### config.mk
export PLATFORM = sky130hd
export DESIGN_NAME = ipv6_udp_receive_filter
export DESIGN_NICKNAME = d
export VERILOG_FILES = /design/src/design/iurf_pkg.sv /design/src/design/iurf_front.sv /design/src/design/iurf_queue.sv /design/src/design/iurf_verdict.sv /design/src/design/ipv6_udp_receive_filter.sv
export SDC_FILE = /design/constraint.sdc
export NUM_CORES = 1
export LEC_CHECK = 0
export BUFFER_PORTS_ARGS = -buffer_cell sky130_fd_sc_hd__buf_4
export CAP_MARGIN = 5
export CELL_PAD_IN_SITES_DETAIL_PLACEMENT = 0
export CELL_PAD_IN_SITES_GLOBAL_PLACEMENT = 2
export CORE_ASPECT_RATIO = 0.7
export CORE_MARGIN = 10
export CORE_UTILIZATION = 46
export CTS_BUF_LIST = sky130_fd_sc_hd__clkbuf_4
export DETAILED_ROUTE_END_ITERATION = 8
export GPL_TIMING_DRIVEN = 0
export HOLD_SLACK_MARGIN = 0.06
export PLACE_DENSITY_LB_ADDON = 0.05
export SLEW_MARGIN = 25
export SYNTH_ARGS = -nofsm -noshare
export SYNTH_HDL_FRONTEND = slang
export SYNTH_SLANG_ARGS = --single-unit
### constraint.sdc
create_clock -name aclk -period 23 [get_ports aclk]
set_input_delay 5.75 -clock aclk [delete_from_list [all_inputs] [get_ports aclk]]
set_output_delay 5.75 -clock aclk [all_outputs]
set_load 0.02 [all_outputs]
### src/design/iurf_pkg.sv
// ============================================================================
// iurf_pkg
// Shared types, constants and a helper function of the IPv6/UDP receive filter.
// ============================================================================
package iurf_pkg;

    localparam int POS_W   = 17;
    localparam int CSUM_W  = 17;
    localparam int CFG_IDX_W  = 3;
    localparam int CFG_DATA_W = 64;

    localparam logic [POS_W-1:0] POS_MAX = {POS_W{1'b1}};

    // Byte offsets inside the packet.
    localparam logic [POS_W-1:0] POS_VERSION   = 17'd0;
    localparam logic [POS_W-1:0] POS_PLEN_HI   = 17'd4;
    localparam logic [POS_W-1:0] POS_PLEN_LO   = 17'd5;
    localparam logic [POS_W-1:0] POS_NEXT_HDR  = 17'd6;
    localparam logic [POS_W-1:0] POS_CSUM_FROM = 17'd8;
    localparam logic [POS_W-1:0] POS_DEST_FROM = 17'd24;
    localparam logic [POS_W-1:0] POS_HDR_END   = 17'd40;
    localparam logic [POS_W-1:0] POS_SPORT_HI  = 17'd40;
    localparam logic [POS_W-1:0] POS_SPORT_LO  = 17'd41;
    localparam logic [POS_W-1:0] POS_DPORT_HI  = 17'd42;
    localparam logic [POS_W-1:0] POS_DPORT_LO  = 17'd43;
    localparam logic [POS_W-1:0] POS_ULEN_HI   = 17'd44;
    localparam logic [POS_W-1:0] POS_ULEN_LO   = 17'd45;

    localparam logic [3:0] IP_VERSION6   = 4'd6;
    localparam logic [7:0] NEXT_HDR_UDP  = 8'd17;
    localparam logic [15:0] UDP_HDR_LEN  = 16'd8;
    localparam logic [CSUM_W-1:0] CSUM_GOOD = 17'h0FFFF;

    // Configuration register indexes.
    localparam logic [CFG_IDX_W-1:0] CFG_FILTER_MODE = 3'd0;
    localparam logic [CFG_IDX_W-1:0] CFG_DEST_HIGH   = 3'd1;
    localparam logic [CFG_IDX_W-1:0] CFG_DEST_LOW    = 3'd2;
    localparam logic [CFG_IDX_W-1:0] CFG_SRC_PORT    = 3'd3;
    localparam logic [CFG_IDX_W-1:0] CFG_DST_PORT    = 3'd4;

    // Filter mode flags and the full mode.
    localparam logic [1:0] MODE_DEST_FLAG = 2'b01;
    localparam logic [1:0] MODE_UDP_FLAG  = 2'b10;
    localparam logic [1:0] MODE_UDP_PORTS = 2'b11;

    // Verdict status codes.
    localparam logic [3:0] ST_OK        = 4'd0;
    localparam logic [3:0] ST_SHORT_IP  = 4'd1;
    localparam logic [3:0] ST_VERSION   = 4'd2;
    localparam logic [3:0] ST_PLEN      = 4'd3;
    localparam logic [3:0] ST_NOT_UDP   = 4'd4;
    localparam logic [3:0] ST_SHORT_UDP = 4'd5;
    localparam logic [3:0] ST_UDP_LEN   = 4'd6;
    localparam logic [3:0] ST_CHECKSUM  = 4'd7;
    localparam logic [3:0] ST_DEST      = 4'd8;
    localparam logic [3:0] ST_DPORT     = 4'd9;
    localparam logic [3:0] ST_SPORT     = 4'd10;

    typedef struct packed {
        logic [1:0]   filter_mode;
        logic [127:0] dest_addr;
        logic [15:0]  src_port;
        logic [15:0]  dst_port;
    } iurf_cfg_t;

    // Everything the verdict needs about one finished packet.
    typedef struct packed {
        logic [POS_W-1:0]  total;
        logic [CSUM_W-1:0] csum;
        logic [15:0]       plen;
        logic [7:0]        next_hdr;
        logic              version_good;
        logic              dest_equal;
        logic [15:0]       udp_len;
        logic [15:0]       src_port;
        logic [15:0]       dst_port;
    } iurf_summary_t;

    // One ones'-complement accumulation step with end-around carry.
    function automatic logic [CSUM_W-1:0] csum_add(input logic [CSUM_W-1:0] acc,
                                                   input logic [15:0] word);
        logic [CSUM_W:0] s;
        s = {1'b0, acc} + {2'b00, word};
        return {1'b0, s[15:0]} + {{(CSUM_W-2){1'b0}}, s[CSUM_W:16]};
    endfunction

endpackage

### src/design/iurf_front.sv
// ============================================================================
// iurf_front
// Byte parser: captures header fields, compares the destination address and
// accumulates the checksum; pushes one summary per packet into the queue.
// ============================================================================
module iurf_front (
    input  logic                    aclk,
    input  logic                    aresetn,
    input  logic                    s_tvalid,
    output logic                    s_tready,
    input  logic [7:0]              s_tdata,    // [7:0] data_byte
    input  logic                    s_tlast,
    input  iurf_pkg::iurf_cfg_t     cfg,
    input  logic                    q_full,
    output logic                    q_push,
    output iurf_pkg::iurf_summary_t q_push_data
);
    import iurf_pkg::*;

    logic [POS_W-1:0]  pos_reg, pos_next;
    logic [CSUM_W-1:0] csum_reg, csum_next;
    logic [7:0]        held_reg, held_next;
    logic [15:0]       plen_reg, plen_next;
    logic [7:0]        nh_reg, nh_next;
    logic              ver_reg, ver_next;
    logic              dest_eq_reg, dest_eq_next;
    logic [15:0]       ulen_reg, ulen_next;
    logic [15:0]       sport_reg, sport_next;
    logic [15:0]       dport_reg, dport_next;

    logic              accept_byte;
    logic [POS_W-1:0]  pos_inc;
    logic [7:0]        addr_byte;
    logic [15:0]       csum_word;
    logic              csum_en;

    assign s_tready    = !q_full;
    assign accept_byte = s_tvalid && s_tready;
    assign pos_inc     = (pos_reg == POS_MAX) ? pos_reg : pos_reg + 1'b1;

    // Address byte k of the packet's destination field sits at bit 8*(15-k).
    assign addr_byte = cfg.dest_addr[{pos_reg[3], ~pos_reg[2:0], 3'b000} +: 8];

    always_comb begin
        held_next    = held_reg;
        plen_next    = plen_reg;
        nh_next      = nh_reg;
        ver_next     = ver_reg;
        dest_eq_next = dest_eq_reg;
        ulen_next    = ulen_reg;
        sport_next   = sport_reg;
        dport_next   = dport_reg;
        csum_word    = 16'h0000;
        csum_en      = 1'b0;

        priority if (pos_reg == POS_VERSION) begin
            ver_next = (s_tdata[7:4] == IP_VERSION6);
        end else if (pos_reg == POS_PLEN_HI) begin
            plen_next[15:8] = s_tdata;
        end else if (pos_reg == POS_PLEN_LO) begin
            plen_next[7:0] = s_tdata;
        end else if (pos_reg == POS_NEXT_HDR) begin
            nh_next = s_tdata;
        end else if (pos_reg == POS_SPORT_HI) begin
            sport_next[15:8] = s_tdata;
        end else if (pos_reg == POS_SPORT_LO) begin
            sport_next[7:0] = s_tdata;
        end else if (pos_reg == POS_DPORT_HI) begin
            dport_next[15:8] = s_tdata;
        end else if (pos_reg == POS_DPORT_LO) begin
            dport_next[7:0] = s_tdata;
        end else if (pos_reg == POS_ULEN_HI) begin
            ulen_next[15:8] = s_tdata;
        end else if (pos_reg == POS_ULEN_LO) begin
            ulen_next[7:0] = s_tdata;
        end else begin
        end

        if (pos_reg >= POS_DEST_FROM && pos_reg < POS_HDR_END &&
            addr_byte != s_tdata) begin
            dest_eq_next = 1'b0;
        end

        // An odd trailing byte is summed at once as a high byte with zero below.
        if (pos_reg >= POS_CSUM_FROM) begin
            if (!pos_reg[0]) begin
                held_next = s_tdata;
                if (s_tlast) begin
                    csum_word = {s_tdata, 8'h00};
                    csum_en   = 1'b1;
                end
            end else begin
                csum_word = {held_reg, s_tdata};
                csum_en   = 1'b1;
            end
        end

        csum_next = csum_en ? csum_add(csum_reg, csum_word) : csum_reg;
        pos_next  = pos_inc;
    end

    assign q_push                   = accept_byte && s_tlast;
    assign q_push_data.total        = pos_next;
    assign q_push_data.csum         = csum_next;
    assign q_push_data.plen         = plen_next;
    assign q_push_data.next_hdr     = nh_next;
    assign q_push_data.version_good = ver_next;
    assign q_push_data.dest_equal   = dest_eq_next;
    assign q_push_data.udp_len      = ulen_next;
    assign q_push_data.src_port     = sport_next;
    assign q_push_data.dst_port     = dport_next;

    always_ff @(posedge aclk) begin
        if (!aresetn || q_push) begin
            pos_reg     <= '0;
            csum_reg    <= '0;
            held_reg    <= '0;
            plen_reg    <= '0;
            nh_reg      <= '0;
            ver_reg     <= 1'b0;
            dest_eq_reg <= 1'b1;
            ulen_reg    <= '0;
            sport_reg   <= '0;
            dport_reg   <= '0;
        end else if (accept_byte) begin
            pos_reg     <= pos_next;
            csum_reg    <= csum_next;
            held_reg    <= held_next;
            plen_reg    <= plen_next;
            nh_reg      <= nh_next;
            ver_reg     <= ver_next;
            dest_eq_reg <= dest_eq_next;
            ulen_reg    <= ulen_next;
            sport_reg   <= sport_next;
            dport_reg   <= dport_next;
        end
    end

    a_clear_after_last: assert property (@(posedge aclk) disable iff (!aresetn)
        q_push |=> (pos_reg == '0) && dest_eq_reg)
        else $error("front state not cleared after the last byte");

    a_pos_saturates: assert property (@(posedge aclk) disable iff (!aresetn)
        (pos_reg == POS_MAX) && accept_byte && !s_tlast |=> (pos_reg == POS_MAX))
        else $error("byte position wrapped");

endmodule

### src/design/iurf_queue.sv
// ============================================================================
// iurf_queue
// Small register queue of packet summaries between parser and verdict stage.
// ============================================================================
module iurf_queue #(
    parameter int DEPTH = 2
) (
    input  logic                    aclk,
    input  logic                    aresetn,
    input  logic                    push,
    input  iurf_pkg::iurf_summary_t push_data,
    output logic                    full,
    output logic                    head_valid,
    output iurf_pkg::iurf_summary_t head_data,
    input  logic                    pop
);
    import iurf_pkg::*;

    localparam int PTR_W = (DEPTH > 1) ? $clog2(DEPTH) : 1;
    localparam int CNT_W = $clog2(DEPTH + 1);
    localparam logic [PTR_W-1:0] PTR_LAST = PTR_W'(DEPTH - 1);
    localparam logic [CNT_W-1:0] CNT_FULL = CNT_W'(DEPTH);

    iurf_summary_t    mem_reg [DEPTH];
    logic [PTR_W-1:0] wr_ptr_reg, wr_ptr_next;
    logic [PTR_W-1:0] rd_ptr_reg, rd_ptr_next;
    logic [CNT_W-1:0] count_reg, count_next;
    logic             do_push, do_pop;

    assign full       = (count_reg == CNT_FULL);
    assign head_valid = (count_reg != '0);
    assign head_data  = mem_reg[rd_ptr_reg];
    assign do_push    = push && !full;
    assign do_pop     = pop && head_valid;

    always_comb begin
        wr_ptr_next = wr_ptr_reg;
        rd_ptr_next = rd_ptr_reg;
        count_next  = count_reg;
        if (do_push) begin
            wr_ptr_next = (wr_ptr_reg == PTR_LAST) ? '0 : wr_ptr_reg + 1'b1;
        end
        if (do_pop) begin
            rd_ptr_next = (rd_ptr_reg == PTR_LAST) ? '0 : rd_ptr_reg + 1'b1;
        end
        if (do_push && !do_pop) begin
            count_next = count_reg + 1'b1;
        end else if (do_pop && !do_push) begin
            count_next = count_reg - 1'b1;
        end
    end

    always_ff @(posedge aclk) begin
        if (!aresetn) begin
            wr_ptr_reg <= '0;
            rd_ptr_reg <= '0;
            count_reg  <= '0;
        end else begin
            wr_ptr_reg <= wr_ptr_next;
            rd_ptr_reg <= rd_ptr_next;
            count_reg  <= count_next;
        end
    end

    always_ff @(posedge aclk) begin
        if (do_push) begin
            mem_reg[wr_ptr_reg] <= push_data;
        end
    end

    a_no_overflow: assert property (@(posedge aclk) disable iff (!aresetn)
        !(push && full))
        else $error("summary pushed into a full queue");

    a_count_bounded: assert property (@(posedge aclk) disable iff (!aresetn)
        count_reg <= CNT_FULL)
        else $error("queue count out of range");

endmodule

### src/design/iurf_verdict.sv
// ============================================================================
// iurf_verdict
// Finishes the checksum, runs the ordered checks and holds the verdict item
// in the output register until it is taken.
// ============================================================================
module iurf_verdict (
    input  logic                    aclk,
    input  logic                    aresetn,
    input  iurf_pkg::iurf_cfg_t     cfg,
    input  logic                    head_valid,
    input  iurf_pkg::iurf_summary_t head_data,
    output logic                    pop,
    output logic                    m_tvalid,
    input  logic                    m_tready,
    output logic [23:0]             m_tdata   // [0] accept, [4:1] status,
                                              // [20:5] payload_length, rest 0
);
    import iurf_pkg::*;

    logic              valid_reg;
    logic              accept_reg, accept_next;
    logic [3:0]        status_reg, status_next;
    logic [15:0]       plen_reg;
    logic [CSUM_W-1:0] csum_plen, csum_final;
    logic              udp_mode, dest_mode, port_mode;

    assign udp_mode  = (cfg.filter_mode & MODE_UDP_FLAG) != 2'b00;
    assign dest_mode = (cfg.filter_mode & MODE_DEST_FLAG) != 2'b00;
    assign port_mode = (cfg.filter_mode == MODE_UDP_PORTS);

    // Pseudo-header words: payload length and next header.
    assign csum_plen  = csum_add(head_data.csum, head_data.plen);
    assign csum_final = csum_add(csum_plen, {8'h00, head_data.next_hdr});

    always_comb begin
        priority if (head_data.total < POS_HDR_END) begin
            status_next = ST_SHORT_IP;
        end else if (!head_data.version_good) begin
            status_next = ST_VERSION;
        end else if ((head_data.total - POS_HDR_END) != {1'b0, head_data.plen}) begin
            status_next = ST_PLEN;
        end else if (udp_mode && head_data.next_hdr != NEXT_HDR_UDP) begin
            status_next = ST_NOT_UDP;
        end else if (udp_mode && head_data.plen < UDP_HDR_LEN) begin
            status_next = ST_SHORT_UDP;
        end else if (udp_mode && head_data.udp_len != head_data.plen) begin
            status_next = ST_UDP_LEN;
        end else if (udp_mode && csum_final != CSUM_GOOD) begin
            status_next = ST_CHECKSUM;
        end else if (dest_mode && !head_data.dest_equal) begin
            status_next = ST_DEST;
        end else if (port_mode && head_data.dst_port != cfg.dst_port) begin
            status_next = ST_DPORT;
        end else if (port_mode && head_data.src_port != cfg.src_port) begin
            status_next = ST_SPORT;
        end else begin
            status_next = ST_OK;
        end
        accept_next = (status_next == ST_OK);
    end

    assign pop      = head_valid && (!valid_reg || m_tready);
    assign m_tvalid = valid_reg;
    assign m_tdata  = {3'b000, plen_reg, status_reg, accept_reg};

    always_ff @(posedge aclk) begin
        if (!aresetn) begin
            valid_reg <= 1'b0;
        end else if (pop) begin
            valid_reg <= 1'b1;
        end else if (m_tready) begin
            valid_reg <= 1'b0;
        end
    end

    always_ff @(posedge aclk) begin
        if (pop) begin
            accept_reg <= accept_next;
            status_reg <= status_next;
            plen_reg   <= head_data.plen;
        end
    end

    a_accept_matches_status: assert property (@(posedge aclk) disable iff (!aresetn)
        valid_reg |-> (accept_reg == (status_reg == ST_OK)))
        else $error("accept flag disagrees with status");

    a_status_in_range: assert property (@(posedge aclk) disable iff (!aresetn)
        valid_reg |-> (status_reg <= ST_SPORT))
        else $error("status code out of range");

endmodule

### src/design/ipv6_udp_receive_filter.sv
// ============================================================================
// ipv6_udp_receive_filter
// IPv6 packet filter with optional UDP, checksum, address and port checks.
// ============================================================================
// Packets enter one byte per item on the s_ channel, with s_tlast on the
// final byte, and the block accepts one byte every clock cycle while the
// queue is not full. For each packet one verdict item leaves on the m_
// channel: accept, status and the header's payload length. The byte parser
// runs one checksum add and one address byte compare per byte. At the last
// byte it writes a summary into a QUEUE_DEPTH-entry queue. The verdict
// stage moves the head summary into an output register that is empty or
// being taken. s_tready falls only while the queue is full, that is when
// the m_ side holds back more than QUEUE_DEPTH pending verdicts. The user
// must write configuration registers through cfg_we, cfg_index, cfg_wdata
// only while no packet is in flight; the block itself does not enforce it.
// ============================================================================
module ipv6_udp_receive_filter #(
    parameter int QUEUE_DEPTH = 2
) (
    input  logic                              aclk,
    input  logic                              aresetn,
    input  logic                              s_tvalid,
    output logic                              s_tready,
    input  logic [7:0]                        s_tdata,   // [7:0] data_byte
    input  logic                              s_tlast,
    output logic                              m_tvalid,
    input  logic                              m_tready,
    output logic [23:0]                       m_tdata,   // [0] accept, [4:1] status,
                                                         // [20:5] payload_length
    input  logic                              cfg_we,
    input  logic [iurf_pkg::CFG_IDX_W-1:0]    cfg_index,
    input  logic [iurf_pkg::CFG_DATA_W-1:0]   cfg_wdata
);
    import iurf_pkg::*;

    iurf_cfg_t     cfg_reg;
    logic          q_full, q_push, q_head_valid, q_pop;
    iurf_summary_t q_push_data, q_head_data;

    always_ff @(posedge aclk) begin
        if (!aresetn) begin
            cfg_reg <= '0;
        end else if (cfg_we) begin
            unique case (cfg_index)
                CFG_FILTER_MODE: cfg_reg.filter_mode      <= cfg_wdata[1:0];
                CFG_DEST_HIGH:   cfg_reg.dest_addr[127:64] <= cfg_wdata;
                CFG_DEST_LOW:    cfg_reg.dest_addr[63:0]   <= cfg_wdata;
                CFG_SRC_PORT:    cfg_reg.src_port         <= cfg_wdata[15:0];
                CFG_DST_PORT:    cfg_reg.dst_port         <= cfg_wdata[15:0];
                default: begin
                end
            endcase
        end
    end

    iurf_front u_front (
        .aclk        (aclk),
        .aresetn     (aresetn),
        .s_tvalid    (s_tvalid),
        .s_tready    (s_tready),
        .s_tdata     (s_tdata),
        .s_tlast     (s_tlast),
        .cfg         (cfg_reg),
        .q_full      (q_full),
        .q_push      (q_push),
        .q_push_data (q_push_data)
    );

    iurf_queue #(
        .DEPTH (QUEUE_DEPTH)
    ) u_queue (
        .aclk       (aclk),
        .aresetn    (aresetn),
        .push       (q_push),
        .push_data  (q_push_data),
        .full       (q_full),
        .head_valid (q_head_valid),
        .head_data  (q_head_data),
        .pop        (q_pop)
    );

    iurf_verdict u_verdict (
        .aclk       (aclk),
        .aresetn    (aresetn),
        .cfg        (cfg_reg),
        .head_valid (q_head_valid),
        .head_data  (q_head_data),
        .pop        (q_pop),
        .m_tvalid   (m_tvalid),
        .m_tready   (m_tready),
        .m_tdata    (m_tdata)
    );

endmodule

==> results.cfg <==
[yosys]
post_synth_xor_area_fraction_pct = 5.67
synth.cells.most_frequent = sky130_fd_sc_hd__nand2_1 (452), sky130_fd_sc_hd__dfxtp_1 (284), sky130_fd_sc_hd__edfxtp_1 (237)
post-synth-top-count-cell = sky130_fd_sc_hd__nand2_1
synth_top_area_cell = sky130_fd_sc_hd__edfxtp_1
syn_area_sq_um = 25300
most_frequently_used_flop_master_after_synthesis = sky130_fd_sc_hd__dfxtp_1
synthAdderAreaFrac_pct = 3.24
synth.yosys.seq_area_share_pct = 50.6
largest_family_of_logic_cells_by_synthesized_area = simple AND/OR/NAND/NOR gates
synthesized_area_fraction_occupied_by_ao_oa_aoi_and_oai_cells_pct = 10.5
netlist_top_cells_area = sky130_fd_sc_hd__edfxtp_1 (28%), sky130_fd_sc_hd__dfxtp_1 (22%), sky130_fd_sc_hd__nand2_1 (6.7%), sky130_fd_sc_hd__a21boi_0 (4.9%), sky130_fd_sc_hd__mux2_2 (4.4%)
synth_edf_count = 237
synthDistinctLibCells = 75
synth_simple_gate_area_share_pct = 15.9
synthesis.area_per_instance_sq_um = 10.3
ys_ff_latch = 521
synthDominantCellAreaShare_pct = 28.1
async_reset_ff_share_pct = 0
syn-instance-count = 2448
ys.warnings.count = 0
mux_cell_area_share_after_synthesis_pct = 11.2

[power_and_ir_drop]
power.total_w = 0.00303
leakagePower_nw = 10.6
irDropWorstVdd_mv = 0.0551
power_density_nw_per_um2 = 104

[clocking]
cts_max_path_buffers = 3
worst_skew_pair.late_latency_ps = 910
path_clk_slew_ps = 70
cts_repair_resize_count = 0
cts.sink_count = 521
cts_made_buffers = 137
cts_root_buf = sky130_fd_sc_hd__clkbuf_4
holdBufCountCts = 0
clock_tree_from_tritoncts = built
cts_post_setup_buffers_inserted = 0
depth_of_the_cts_h_tree = 4

[floorplanning]
top_level_ports = 107
die_area_sq_um = 65000
floorplan_row_count = 71
initial_core_util_pct = 46.8
chipHeight_um = 216
core_area_sq_um = 54100
die_w_um = 300

[timing]
fmaxAchievable_mhz = 91.9
hold_viol = 0
fin_ws_ps = 12120
setup_viol_count_final = 0
finalMaxSlewViolations = 0
final.setup.tns_ps = 0
timing.slew.headroom_pct = 16.9
final.setup_skew_ps = 59.6
timing.final.crit_period_ps = 10880
timing.final.crit_share_pct = 47.3
grt_setup_unrepaired = no
worst-slew-pin-transition_ps = 1210

[grt]
global_route.usage.total_pct = 24.1
wire_length_of_the_first_global_routing_pass_um = 117000
grt_overflow = 0
grt_pass1_vias = 18900
antenna_found_initial = 3
grt_start_max_net_pins = 30

[final_layout]
post-route-util_pct = 54.0
drive_above_1_share_pct = 19.3
num-nets-final = 2845
layoutNonFillerInstCount = 3547
largest_reg_flops = 216
areaGrowthSynthToFinish_pct = 15.5

[place]
detailed_place_hpwl_um = 60100
place.detailed.instances = 3293
dp_worst_setup_slack_ps = 11350
finalWeightedCongestion = 0.896
place.port_buffers = 102

[worst_hold_path]
hold_sp = u_front.dport_reg[2]
worst_hold_path_type = reg -> reg
worst_hold_path.num_cells = 2
worst_hold_path.endpoint = u_front.dport_reg[2]

[setup_path]
r2r_setup_slack_ps = 12440
timing.critical_path.to_type = flip-flop
worst_r2r_endpoint = u_verdict.status_reg[0]
worst-r2r-cell-count = 34
cp_max_fo = 10
critPathRequiredTime_ps = 23800
worst_setup_path_start_kind = input pin
critPathArrivalTime_ps = 11680
path_class = in -> reg

[job]
cap_viol_max_count = 0

[detailed_routing]
number_of_vias_per_cell_after_detailed_routing = 5.54
num_vias = 19600
detailedRoute.firstPassIterationCount = 5
drt_iter0_drc = 1957
routed_wire_length_per_instance_um = 22.5
routed_wirelength_um = 79900
drc_violations = 0
antenna_violating_nets_left = 0

[outcome]
run_status = completed
layout make-up:
type,instances,area [sq um]
inverter,42,158
timing repair buffer,113,1010
sequential,521,12800
tap,730,913
antenna,6,15.0
buffer,140,572
fill,4805,24900
clock buffer,220,1650
clock inverter,28,273
multi-input combinational,1747,11800
critical path, cell delays in order:
cell	delay (ps)
sky130_fd_sc_hd__buf_4	160
sky130_fd_sc_hd__clkbuf_1	460
sky130_fd_sc_hd__and2_1	330
sky130_fd_sc_hd__ha_1	210
sky130_fd_sc_hd__fa_1	400
sky130_fd_sc_hd__a21o_1	190
sky130_fd_sc_hd__a21oi_1	280
sky130_fd_sc_hd__o21ai_0	190
sky130_fd_sc_hd__a41oi_1	360
sky130_fd_sc_hd__o21ai_0	130
sky130_fd_sc_hd__a21oi_1	180
sky130_fd_sc_hd__o21bai_1	130
sky130_fd_sc_hd__a21o_1	200
sky130_fd_sc_hd__a21oi_1	170
sky130_fd_sc_hd__xnor2_1	150
sky130_fd_sc_hd__ha_1	200
sky130_fd_sc_hd__inv_1	60
sky130_fd_sc_hd__fa_1	400
sky130_fd_sc_hd__nor2_1	200
sky130_fd_sc_hd__nand3_1	100
sky130_fd_sc_hd__nor2_1	290
sky130_fd_sc_hd__a21oi_1	120
sky130_fd_sc_hd__o31ai_1	710
sky130_fd_sc_hd__nor2_1	110
sky130_fd_sc_hd__nor3_1	180
power breakdown:
group | total [W] | leakage (nW) | internal [W] | switching [W]
Combinational | 0.00107 | 4.93 | 0.000410 | 0.000657
Sequential | 0.00108 | 4.54 | 0.00105 | 0.0000268
Clock | 0.000893 | 1.13 | 0.000491 | 0.000402
Total | 0.00303 | 10.6 | 0.00195 | 0.00109
metal layers:
layer / track usage [%] / routed length, um / vias to the layer above
met3: 7.48 / 7810 / 84
met1: 36.8 / 39400 / 9598
li1: - / - / 9232
met2: 31.9 / 31400 / 725
met5: 0 / 0 / -
met4: 6.02 / 1290 / 0
kinds of logic after synthesis:
kind of cell | after synthesis
other | 1
and+or+nand+nor | 918
AOI/OAI and AO/OA | 378
buffers and inverters | 182
DFF | 521
adders and majority gates | 62
xor gates and xnor gates | 164
muxes | 222
worst max-delay path by stage:
stage	start	endpoint	slack [ps]	depth (start not counted)
2_1_floorplan	s_tvalid	u_queue.mem_reg[0][0]	11930	3
3_3_place_gp	s_tvalid	u_queue.mem_reg[0][86]	8710	4
3_5_place_dp	s_tdata[0]	u_front.csum_reg[8]	11350	25
4_1_cts	s_tdata[0]	u_front.csum_reg[8]	12280	25
5_1_grt	flip-flop	u_verdict.status_reg[1]	11800	34
6_report	s_tdata[0]	u_front.csum_reg[8]	12120	25
through the flow:
stage | instance area, sq um | hold slack [ps]
final | 29200 | 452
after global routing | 29200 | 474
after CTS | 29200 | 454
after detailed placement | 27300 | 445
after global placement | 27000 | 438
after floorplan | 25300 | 433
cell usage in the layout, fill, tap and decap left out, types with 10 or more instances in the layout:
master / count
sky130_fd_sc_hd__a211oi_1: 18
sky130_fd_sc_hd__a21boi_0: 164
sky130_fd_sc_hd__a21o_1: 10
sky130_fd_sc_hd__a21oi_1: 62
sky130_fd_sc_hd__and2_1: 17
sky130_fd_sc_hd__and3_1: 10
sky130_fd_sc_hd__buf_1: 12
sky130_fd_sc_hd__buf_2: 14
sky130_fd_sc_hd__buf_4: 106
sky130_fd_sc_hd__clkbuf_1: 104
sky130_fd_sc_hd__clkbuf_4: 220
sky130_fd_sc_hd__clkinv_1: 11
sky130_fd_sc_hd__dfxtp_1: 284
sky130_fd_sc_hd__edfxtp_1: 237
sky130_fd_sc_hd__ha_1: 56
sky130_fd_sc_hd__inv_1: 42
sky130_fd_sc_hd__mux2_2: 99
sky130_fd_sc_hd__mux2i_1: 83
sky130_fd_sc_hd__mux4_2: 40
sky130_fd_sc_hd__nand2_1: 452
sky130_fd_sc_hd__nand2b_1: 17
sky130_fd_sc_hd__nand3_1: 33
sky130_fd_sc_hd__nand4_1: 22
sky130_fd_sc_hd__nor2_1: 204
sky130_fd_sc_hd__nor3_1: 89
sky130_fd_sc_hd__nor4_1: 22
sky130_fd_sc_hd__o21a_1: 13
sky130_fd_sc_hd__o21ai_0: 44
sky130_fd_sc_hd__xnor2_1: 108
sky130_fd_sc_hd__xor2_1: 56
Power figures use the tool's default switching activity.
